**src/sv/sevq_pkg.sv**
```systemverilog
// Package for the sorted event queue: operation and status codes,
// the control bundle sent to every cell, and default sizes.
// No dependencies.
package sevq_pkg;

    localparam int DEPTH_DEF     = 16;
    localparam int TIME_BITS_DEF = 32;
    localparam int KIND_BITS_DEF = 8;

    localparam int OCC_BITS    = 5;
    localparam int STATUS_BITS = 2;

    localparam logic FUNC_INSERT = 1'b0;
    localparam logic FUNC_REMOVE = 1'b1;

    localparam logic [STATUS_BITS-1:0] ST_OK    = 2'd0;
    localparam logic [STATUS_BITS-1:0] ST_EMPTY = 2'd1;
    localparam logic [STATUS_BITS-1:0] ST_FULL  = 2'd2;

    typedef struct packed {
        logic ins;
        logic rem;
    } t_cell_ctrl;

endpackage

```
**src/sv/sevq_cell.sv**
```systemverilog
// One slot of the sorted event queue chain: holds a time and a kind and
// shifts toward or away from the head. Depends on sevq_pkg.
module sevq_cell #(
    parameter int TIME_BITS = 32,
    parameter int KIND_BITS = 8
) (
    input  logic                  i_clk,
    input  sevq_pkg::t_cell_ctrl  i_ctrl,
    input  logic                  i_occupied,
    input  logic [TIME_BITS-1:0]  i_new_time,
    input  logic [KIND_BITS-1:0]  i_new_kind,
    input  logic                  i_left_gt,
    input  logic [TIME_BITS-1:0]  i_left_time,
    input  logic [KIND_BITS-1:0]  i_left_kind,
    input  logic [TIME_BITS-1:0]  i_right_time,
    input  logic [KIND_BITS-1:0]  i_right_kind,
    output logic                  o_gt,
    output logic [TIME_BITS-1:0]  o_time,
    output logic [KIND_BITS-1:0]  o_kind
);
    import sevq_pkg::*;

    logic [TIME_BITS-1:0] r_time, n_time;
    logic [KIND_BITS-1:0] r_kind, n_kind;

    // An empty slot counts as later than any time, so an insert lands at the
    // first free slot when no queued entry is later. Equal times stay ahead.
    assign o_gt = !i_occupied || (r_time > i_new_time);

    always_comb begin
        n_time = r_time;
        n_kind = r_kind;
        if (i_ctrl.ins && o_gt) begin
            if (i_left_gt) begin
                n_time = i_left_time;
                n_kind = i_left_kind;
            end else begin
                n_time = i_new_time;
                n_kind = i_new_kind;
            end
        end else if (i_ctrl.rem) begin
            n_time = i_right_time;
            n_kind = i_right_kind;
        end
    end

    always_ff @(posedge i_clk) begin
        r_time <= n_time;
        r_kind <= n_kind;
    end

    assign o_time = r_time;
    assign o_kind = r_kind;

endmodule

```
**src/sv/sorted_event_queue_core.sv**
```systemverilog
// Top level of the sorted event queue: stream ports, entry count, result
// register and the chain of sevq_cell slots. Depends on sevq_pkg, sevq_cell.
//
// A time-ordered event queue of up to DEPTH entries kept as a chain of slot
// cells, slot 0 being the head. An insert (tuser 0) places the event after all
// queued events of equal or smaller time; a remove (tuser 1) returns the head.
// Every transaction gives one result: status ok, empty (remove with nothing
// queued) or full (insert dropped), plus the removed kind and time (zero for
// other results) and the occupancy after the operation. One transaction is
// taken every clock cycle unless the output stalls; the registered result
// appears in the cycle after acceptance. The chain allows this rate: every
// cell compares its time with the incoming one in parallel and shifts by one
// place in the same cycle. The input stays ready while a result waits, as long
// as it is taken in that cycle. Slot contents need no clearing after reset.
module sorted_event_queue_core #(
    parameter int DEPTH     = sevq_pkg::DEPTH_DEF,
    parameter int TIME_BITS = sevq_pkg::TIME_BITS_DEF,
    parameter int KIND_BITS = sevq_pkg::KIND_BITS_DEF,
    localparam int IN_W  = ((KIND_BITS + TIME_BITS + 7) / 8) * 8,
    localparam int OUT_W = ((KIND_BITS + TIME_BITS + sevq_pkg::OCC_BITS + 7) / 8) * 8
) (
    input  logic                              i_clk,
    input  logic                              i_rst_n,
    input  logic                              s_axis_tvalid,
    output logic                              s_axis_tready,
    // event_kind, event_time, zero padding
    input  logic [IN_W-1:0]                   s_axis_tdata,
    // func
    input  logic [0:0]                        s_axis_tuser,
    output logic                              m_axis_tvalid,
    input  logic                              m_axis_tready,
    // head_kind, head_time, occupancy, zero padding
    output logic [OUT_W-1:0]                  m_axis_tdata,
    // status
    output logic [sevq_pkg::STATUS_BITS-1:0]  m_axis_tuser
);
    import sevq_pkg::*;

    localparam int CNT_W = $clog2(DEPTH + 1);

    logic                 w_fire;
    logic                 w_func;
    logic [KIND_BITS-1:0] w_new_kind;
    logic [TIME_BITS-1:0] w_new_time;
    logic                 w_full, w_empty;
    t_cell_ctrl           w_ctrl;

    logic [CNT_W-1:0]     r_count, n_count;

    logic                 r_out_valid;
    logic [STATUS_BITS-1:0] r_out_status;
    logic [KIND_BITS-1:0] r_out_kind;
    logic [TIME_BITS-1:0] r_out_time;
    logic [OCC_BITS-1:0]  r_out_occ;

    logic [TIME_BITS-1:0] w_time [DEPTH];
    logic [KIND_BITS-1:0] w_kind [DEPTH];
    logic [DEPTH-1:0]     w_gt;
    logic [DEPTH-1:0]     w_occ;

    assign s_axis_tready = !r_out_valid || m_axis_tready;
    assign w_fire        = s_axis_tvalid && s_axis_tready;
    assign w_func        = s_axis_tuser[0];
    assign w_new_kind    = s_axis_tdata[KIND_BITS-1:0];
    assign w_new_time    = s_axis_tdata[KIND_BITS+TIME_BITS-1:KIND_BITS];

    assign w_full  = (r_count == CNT_W'(DEPTH));
    assign w_empty = (r_count == '0);

    assign w_ctrl.ins = w_fire && (w_func == FUNC_INSERT) && !w_full;
    assign w_ctrl.rem = w_fire && (w_func == FUNC_REMOVE) && !w_empty;

    always_comb begin
        n_count = r_count;
        if (w_ctrl.ins) begin
            n_count = r_count + CNT_W'(1);
        end else if (w_ctrl.rem) begin
            n_count = r_count - CNT_W'(1);
        end
    end

    genvar g;
    generate
        for (g = 0; g < DEPTH; g++) begin : g_cell
            logic                 w_lgt;
            logic [TIME_BITS-1:0] w_ltime, w_rtime;
            logic [KIND_BITS-1:0] w_lkind, w_rkind;

            assign w_occ[g] = (CNT_W'(g) < r_count);

            if (g == 0) begin : g_head
                assign w_lgt   = 1'b0;
                assign w_ltime = w_new_time;
                assign w_lkind = w_new_kind;
            end else begin : g_mid
                assign w_lgt   = w_gt[g-1];
                assign w_ltime = w_time[g-1];
                assign w_lkind = w_kind[g-1];
            end

            if (g == DEPTH - 1) begin : g_tail
                assign w_rtime = w_time[g];
                assign w_rkind = w_kind[g];
            end else begin : g_body
                assign w_rtime = w_time[g+1];
                assign w_rkind = w_kind[g+1];
            end

            sevq_cell #(
                .TIME_BITS (TIME_BITS),
                .KIND_BITS (KIND_BITS)
            ) u_cell (
                .i_clk        (i_clk),
                .i_ctrl       (w_ctrl),
                .i_occupied   (w_occ[g]),
                .i_new_time   (w_new_time),
                .i_new_kind   (w_new_kind),
                .i_left_gt    (w_lgt),
                .i_left_time  (w_ltime),
                .i_left_kind  (w_lkind),
                .i_right_time (w_rtime),
                .i_right_kind (w_rkind),
                .o_gt         (w_gt[g]),
                .o_time       (w_time[g]),
                .o_kind       (w_kind[g])
            );
        end
    endgenerate

    always_ff @(posedge i_clk) begin
        if (!i_rst_n) begin
            r_count     <= '0;
            r_out_valid <= 1'b0;
        end else begin
            r_count <= n_count;
            if (w_fire) begin
                r_out_valid <= 1'b1;
            end else if (m_axis_tready) begin
                r_out_valid <= 1'b0;
            end
        end
    end

    always_ff @(posedge i_clk) begin
        if (w_fire) begin
            r_out_occ <= OCC_BITS'(n_count);
            if (w_ctrl.rem) begin
                r_out_status <= ST_OK;
                r_out_kind   <= w_kind[0];
                r_out_time   <= w_time[0];
            end else begin
                r_out_kind <= '0;
                r_out_time <= '0;
                if (w_func == FUNC_REMOVE) begin
                    r_out_status <= ST_EMPTY;
                end else if (w_full) begin
                    r_out_status <= ST_FULL;
                end else begin
                    r_out_status <= ST_OK;
                end
            end
        end
    end

    always_comb begin
        m_axis_tdata = '0;
        m_axis_tdata[KIND_BITS-1:0] = r_out_kind;
        m_axis_tdata[KIND_BITS+TIME_BITS-1:KIND_BITS] = r_out_time;
        m_axis_tdata[KIND_BITS+TIME_BITS+OCC_BITS-1:KIND_BITS+TIME_BITS] = r_out_occ;
    end

    assign m_axis_tvalid = r_out_valid;
    assign m_axis_tuser  = r_out_status;

    // The count never runs past the number of cells.
    a_count_bound: assert property (@(posedge i_clk) disable iff (!i_rst_n)
        r_count <= CNT_W'(DEPTH))
        else $error("entry count exceeds depth");

    // The two slots nearest the head stay in time order.
    a_head_sorted: assert property (@(posedge i_clk) disable iff (!i_rst_n)
        (r_count >= CNT_W'(2)) |-> (w_time[0] <= w_time[1]))
        else $error("head slots out of time order");

    // A remove that finds entries returns the head it saw.
    a_remove_head: assert property (@(posedge i_clk) disable iff (!i_rst_n)
        w_ctrl.rem |=> (r_out_valid && (r_out_status == ST_OK)
                        && (r_out_time == $past(w_time[0]))))
        else $error("removed head not reported");

    // An insert that finds every slot in use gives a full status and keeps the count at the depth.
    a_full_status: assert property (@(posedge i_clk) disable iff (!i_rst_n)
        (w_fire && (w_func == FUNC_INSERT) && w_full) |=>
            ((r_out_status == ST_FULL) && (r_count == CNT_W'(DEPTH))))
        else $error("full insert handled wrongly");

endmodule
```
**config.mk**
```make
export PLATFORM = sky130hd
export DESIGN_NAME = sorted_event_queue_core
export DESIGN_NICKNAME = d
export VERILOG_FILES = /design/src/sv/sevq_pkg.sv /design/src/sv/sevq_cell.sv /design/src/sv/sorted_event_queue_core.sv
export SDC_FILE = /design/constraint.sdc
export NUM_CORES = 2
export LEC_CHECK = 0
export BUFFER_PORTS_ARGS = -buffer_cell sky130_fd_sc_hd__buf_4
export CORE_MARGIN = 3
export CORE_UTILIZATION = 65
export CTS_BUF_LIST = sky130_fd_sc_hd__clkbuf_2 sky130_fd_sc_hd__clkbuf_4 sky130_fd_sc_hd__clkbuf_8
export CTS_CLUSTER_DIAMETER = 120
export DETAILED_ROUTE_END_ITERATION = 8
export PLACE_DENSITY = 0.82
export SLEW_MARGIN = 20
export SYNTH_ARGS = -nofsm -noshare
export SYNTH_HDL_FRONTEND = slang
export SYNTH_SLANG_ARGS = --single-unit
```
**constraint.sdc**
```tcl
create_clock -name i_clk -period 17.9 [get_ports i_clk]
set_input_delay 2.685 -clock i_clk [delete_from_list [all_inputs] [get_ports i_clk]]
set_output_delay 2.685 -clock i_clk [all_outputs]
set_load 0.01 [all_outputs]
```
==> results.sh <==
export IMPL_outcome="finished clean"
export IMPL_route_met3_wl_um=21570
export IMPL_drc=0
export IMPL_post_route_period_util_pct=40.46
export IMPL_reg2reg_to="g_cell[5].u_cell.o_time[28]"
export IMPL_synthFlopType="edfxtp_1"
export IMPL_reg2reg_depth=7
export IMPL_irDropWorstVdd_v=0.00005510
export IMPL_synth_cell_type_count=79
export IMPL_placementRows=99
export IMPL_core_area_mm2=0.07321
export IMPL_leakage_nw=19.56
export IMPL_synth_warnings=0
export IMPL_report_final_slew_viol_count=0
export IMPL_place_congestion=1.002
export IMPL_die_w_um=278.3
export IMPL_place_hpwl_um=105600
export IMPL_p_switching_mw=1.510
export IMPL_die_h_um=278.3
export IMPL_ctsResizeCount=0
export IMPL_initial_core_util_pct=65.83
export IMPL_pwr_share_clk_pct=31.4
export IMPL_drive_above_1_share_pct=22.26
export IMPL_r2r_setup_slack_ns=12.91
export IMPL_fillers=5091
export IMPL_critical_path_class="in2reg"
export IMPL_routed_via_density=7.394
export IMPL_wl_um=156500
export IMPL_grt_max_degree=82
export IMPL_synth_seq_cells=693
export IMPL_hold_viol=0
export IMPL_syn_avg_cell_area_um2=11.25
export IMPL_reg2reg_from="r_count[3]"
export IMPL_syn_inst=4285
export IMPL_m1WireLength_um=58330
export IMPL_dieArea_mm2=0.07745
export IMPL_critPathLaunch="s_axis_tdata[35]"
export IMPL_cap_violations=0
export IMPL_synth_top_cell_by_area="edfxtp_1"
export IMPL_dr_wl_met2_um=67350
export IMPL_dp_cells=5112
export IMPL_hp_class="reg2reg"
export IMPL_power_share_switching_pct=31.84
export IMPL_power_density_mw_per_mm2=90.95
export IMPL_globalRoute_totalOverflow=0
export IMPL_max_freq_mhz=138.1
export IMPL_synth_commonest_cells="687 x edfxtp_1, 515 x ha_1, 472 x mux2_2"
export IMPL_synth_top_area_share_pct=42.80
export IMPL_num_io_pins=97
export IMPL_routedWlPerCell_um=29.31
export IMPL_clk_path_buf_depth=3
export IMPL_arrival_ns=7.51
export IMPL_cts_buffers_inserted=119
export IMPL_cp_data_required_time_ns=18.16
export IMPL_num_vias=39470
export IMPL_rsz0062_at_grt="false"
export IMPL_drtAntennaViolNets=0
export IMPL_clkTransAtPathRegs_ns=0.05
export IMPL_postCtsSetupRepairBufs=0
export IMPL_synth_edf_count=687
export IMPL_fin_nets=4835
export IMPL_clock_latency_ns=0.79
export IMPL_hold_buffers=0
export IMPL_grt_pass1_wl_um=234500
export IMPL_numClockSinks=693
export IMPL_portBuffers=93
export IMPL_startpoint_type="primary input"
export IMPL_combPwrFrac_pct=22.6
export IMPL_endpoint="g_cell[5].u_cell.o_time[28]"
export IMPL_synthArstFlopShare_pct=0
export IMPL_syn_area_mm2=0.04819
export IMPL_track_usage_pct=39.34
export IMPL_end_kind="register"
export IMPL_tightest_slew_ns=1.185
export IMPL_grt_pass1_vias=38930
export IMPL_antenna_found_initial=3
export IMPL_layout_cells_non_filler=5338
export IMPL_drt_initial_drc_count=5698
export IMPL_min_from="g_cell[15].u_cell.o_kind[7]"
export IMPL_first_pass_iters=8
export IMPL_setup_viol=0
export IMPL_synthTopCellsByArea="edfxtp_1 43%, ha_1 13%, mux2_2 11%"
export IMPL_setup_tns_ns=0
export IMPL_htreeDepth=3
export IMPL_cp_max_fo=41
export IMPL_p_int_mw=3.232
export IMPL_timing_slew_headroom_pct=20.99
export IMPL_final_util_pct=71.21
export IMPL_seq_power_share_pct=46.0
export IMPL_fin_crit_ns=7.243
export IMPL_clock_skew_final_ns=0.04411
export IMPL_synthToLayoutAreaGrowth_pct=8.167
export IMPL_synth_most_common_cell="edfxtp_1"
export IMPL_seq_area_frac_synth_pct=43.05
export IMPL_cts_tree="built"
export IMPL_maxUsedRoutingLayer="met4"
export IMPL_root_buffer="clkbuf_8"
==> registers in the layout (all words and copies together), names as in the netlist <==
signal                count
g_cell.u_cell.o_time    512
r_out_kind                8
m_axis_tvalid             1
r_out_occ                 5
m_axis_tuser              2
g_cell.u_cell.o_kind    128
r_count                   5
r_out_time               32
==> worst min-delay path by stage <==
stage               slack (ns)                     endpoint  cells after the start
floorplan                 0.52                r_out_kind[7]                      1
global placement          0.53  g_cell[14].u_cell.o_kind[0]                      1
detailed placement        0.53  g_cell[14].u_cell.o_kind[0]                      1
CTS                       0.55  g_cell[14].u_cell.o_kind[0]                      1
global route              0.57  g_cell[14].u_cell.o_kind[0]                      1
finish                    0.55  g_cell[14].u_cell.o_kind[7]                      1
==> stage by stage <==
step	power, mW	hold WS, ns	setup slack, ns	cell area, µm²
floorplan	2.865	0.5159	9.644	48200
global placement	3.189	0.5268	10.11	49710
detailed placement	3.233	0.5349	10.00	49710
CTS	4.696	0.5497	10.82	52090
global route	4.906	0.5666	10.48	52130
finish	4.741	0.5500	10.66	52130
==> layout by cell type (no fill, tap or decap), types with 50 or more instances in the layout <==
cell	count
nor3_1	63
mux2i_1	94
inv_1	72
o21ai_0	258
a31oi_1	123
nor2_1	142
clkbuf_8	122
nand2_1	114
edfxtp_1	687
mux2_1	76
mux2_2	472
ha_1	515
and2_1	50
nand2b_1	84
o211ai_1	64
a21o_1	68
nand3_1	236
nand4_1	106
buf_4	171
a21oi_1	285
==> power by group through the flow <==
stage | Combinational (mW) | Sequential [mW] | Clock (mW)
floorplan | 0.732 | 2.13 | 0
global placement | 0.990 | 2.20 | 0
detailed placement | 1.03 | 2.20 | 0
CTS | 1.04 | 2.17 | 1.49
global route | 1.15 | 2.19 | 1.56
finish | 1.07 | 2.18 | 1.49
==> cells by family after synthesis <==
kind of cell             Yosys count  share of synthesized area (%)
buffers and inverters            379                          3.253
flip-flops                       693                          43.05
XOR/XNOR                           2                        0.03635
AND/OR/NAND/NOR                  937                          10.14
adder cells (fa/ha/maj)          515                          13.37
multiplexers                     680                          15.94
AO/OA/AOI/OAI                   1078                          14.20
other                              1                       0.007781
==> cell type report <==
class / instances / area, µm² / share of cell area (%)
Clock inverter: 54 / 362.8 / 0.6960
Tap cell: 959 / 1200 / 2.302
Multi-Input combinational cell: 3215 / 26200 / 50.26
Clock buffer: 167 / 2017 / 3.869
Inverter: 74 / 277.8 / 0.5328
Sequential cell: 693 / 20750 / 39.80
Timing Repair Buffer: 172 / 1311 / 2.515
Antenna cell: 4 / 10.01 / 0.01920
==> critical path, stage by stage <==
cell,delay [ns]
buf_4,0.19
inv_1,0.69
ha_1,0.38
and2_0,0.19
a221o_1,0.32
nand2_1,0.07
o2111ai_1,0.31
o21ai_4,0.22
buf_4,0.58
or2_2,0.94
nand2_2,0.87
==> layer usage <==
layer	track usage, %	vias up
met1	52.11	18820
met5	0	-
met4	21.31	0
met2	59.23	3225
met3	10.58	681
li1	-	16750
No activity file was read; power rests on OpenSTA's default activity.
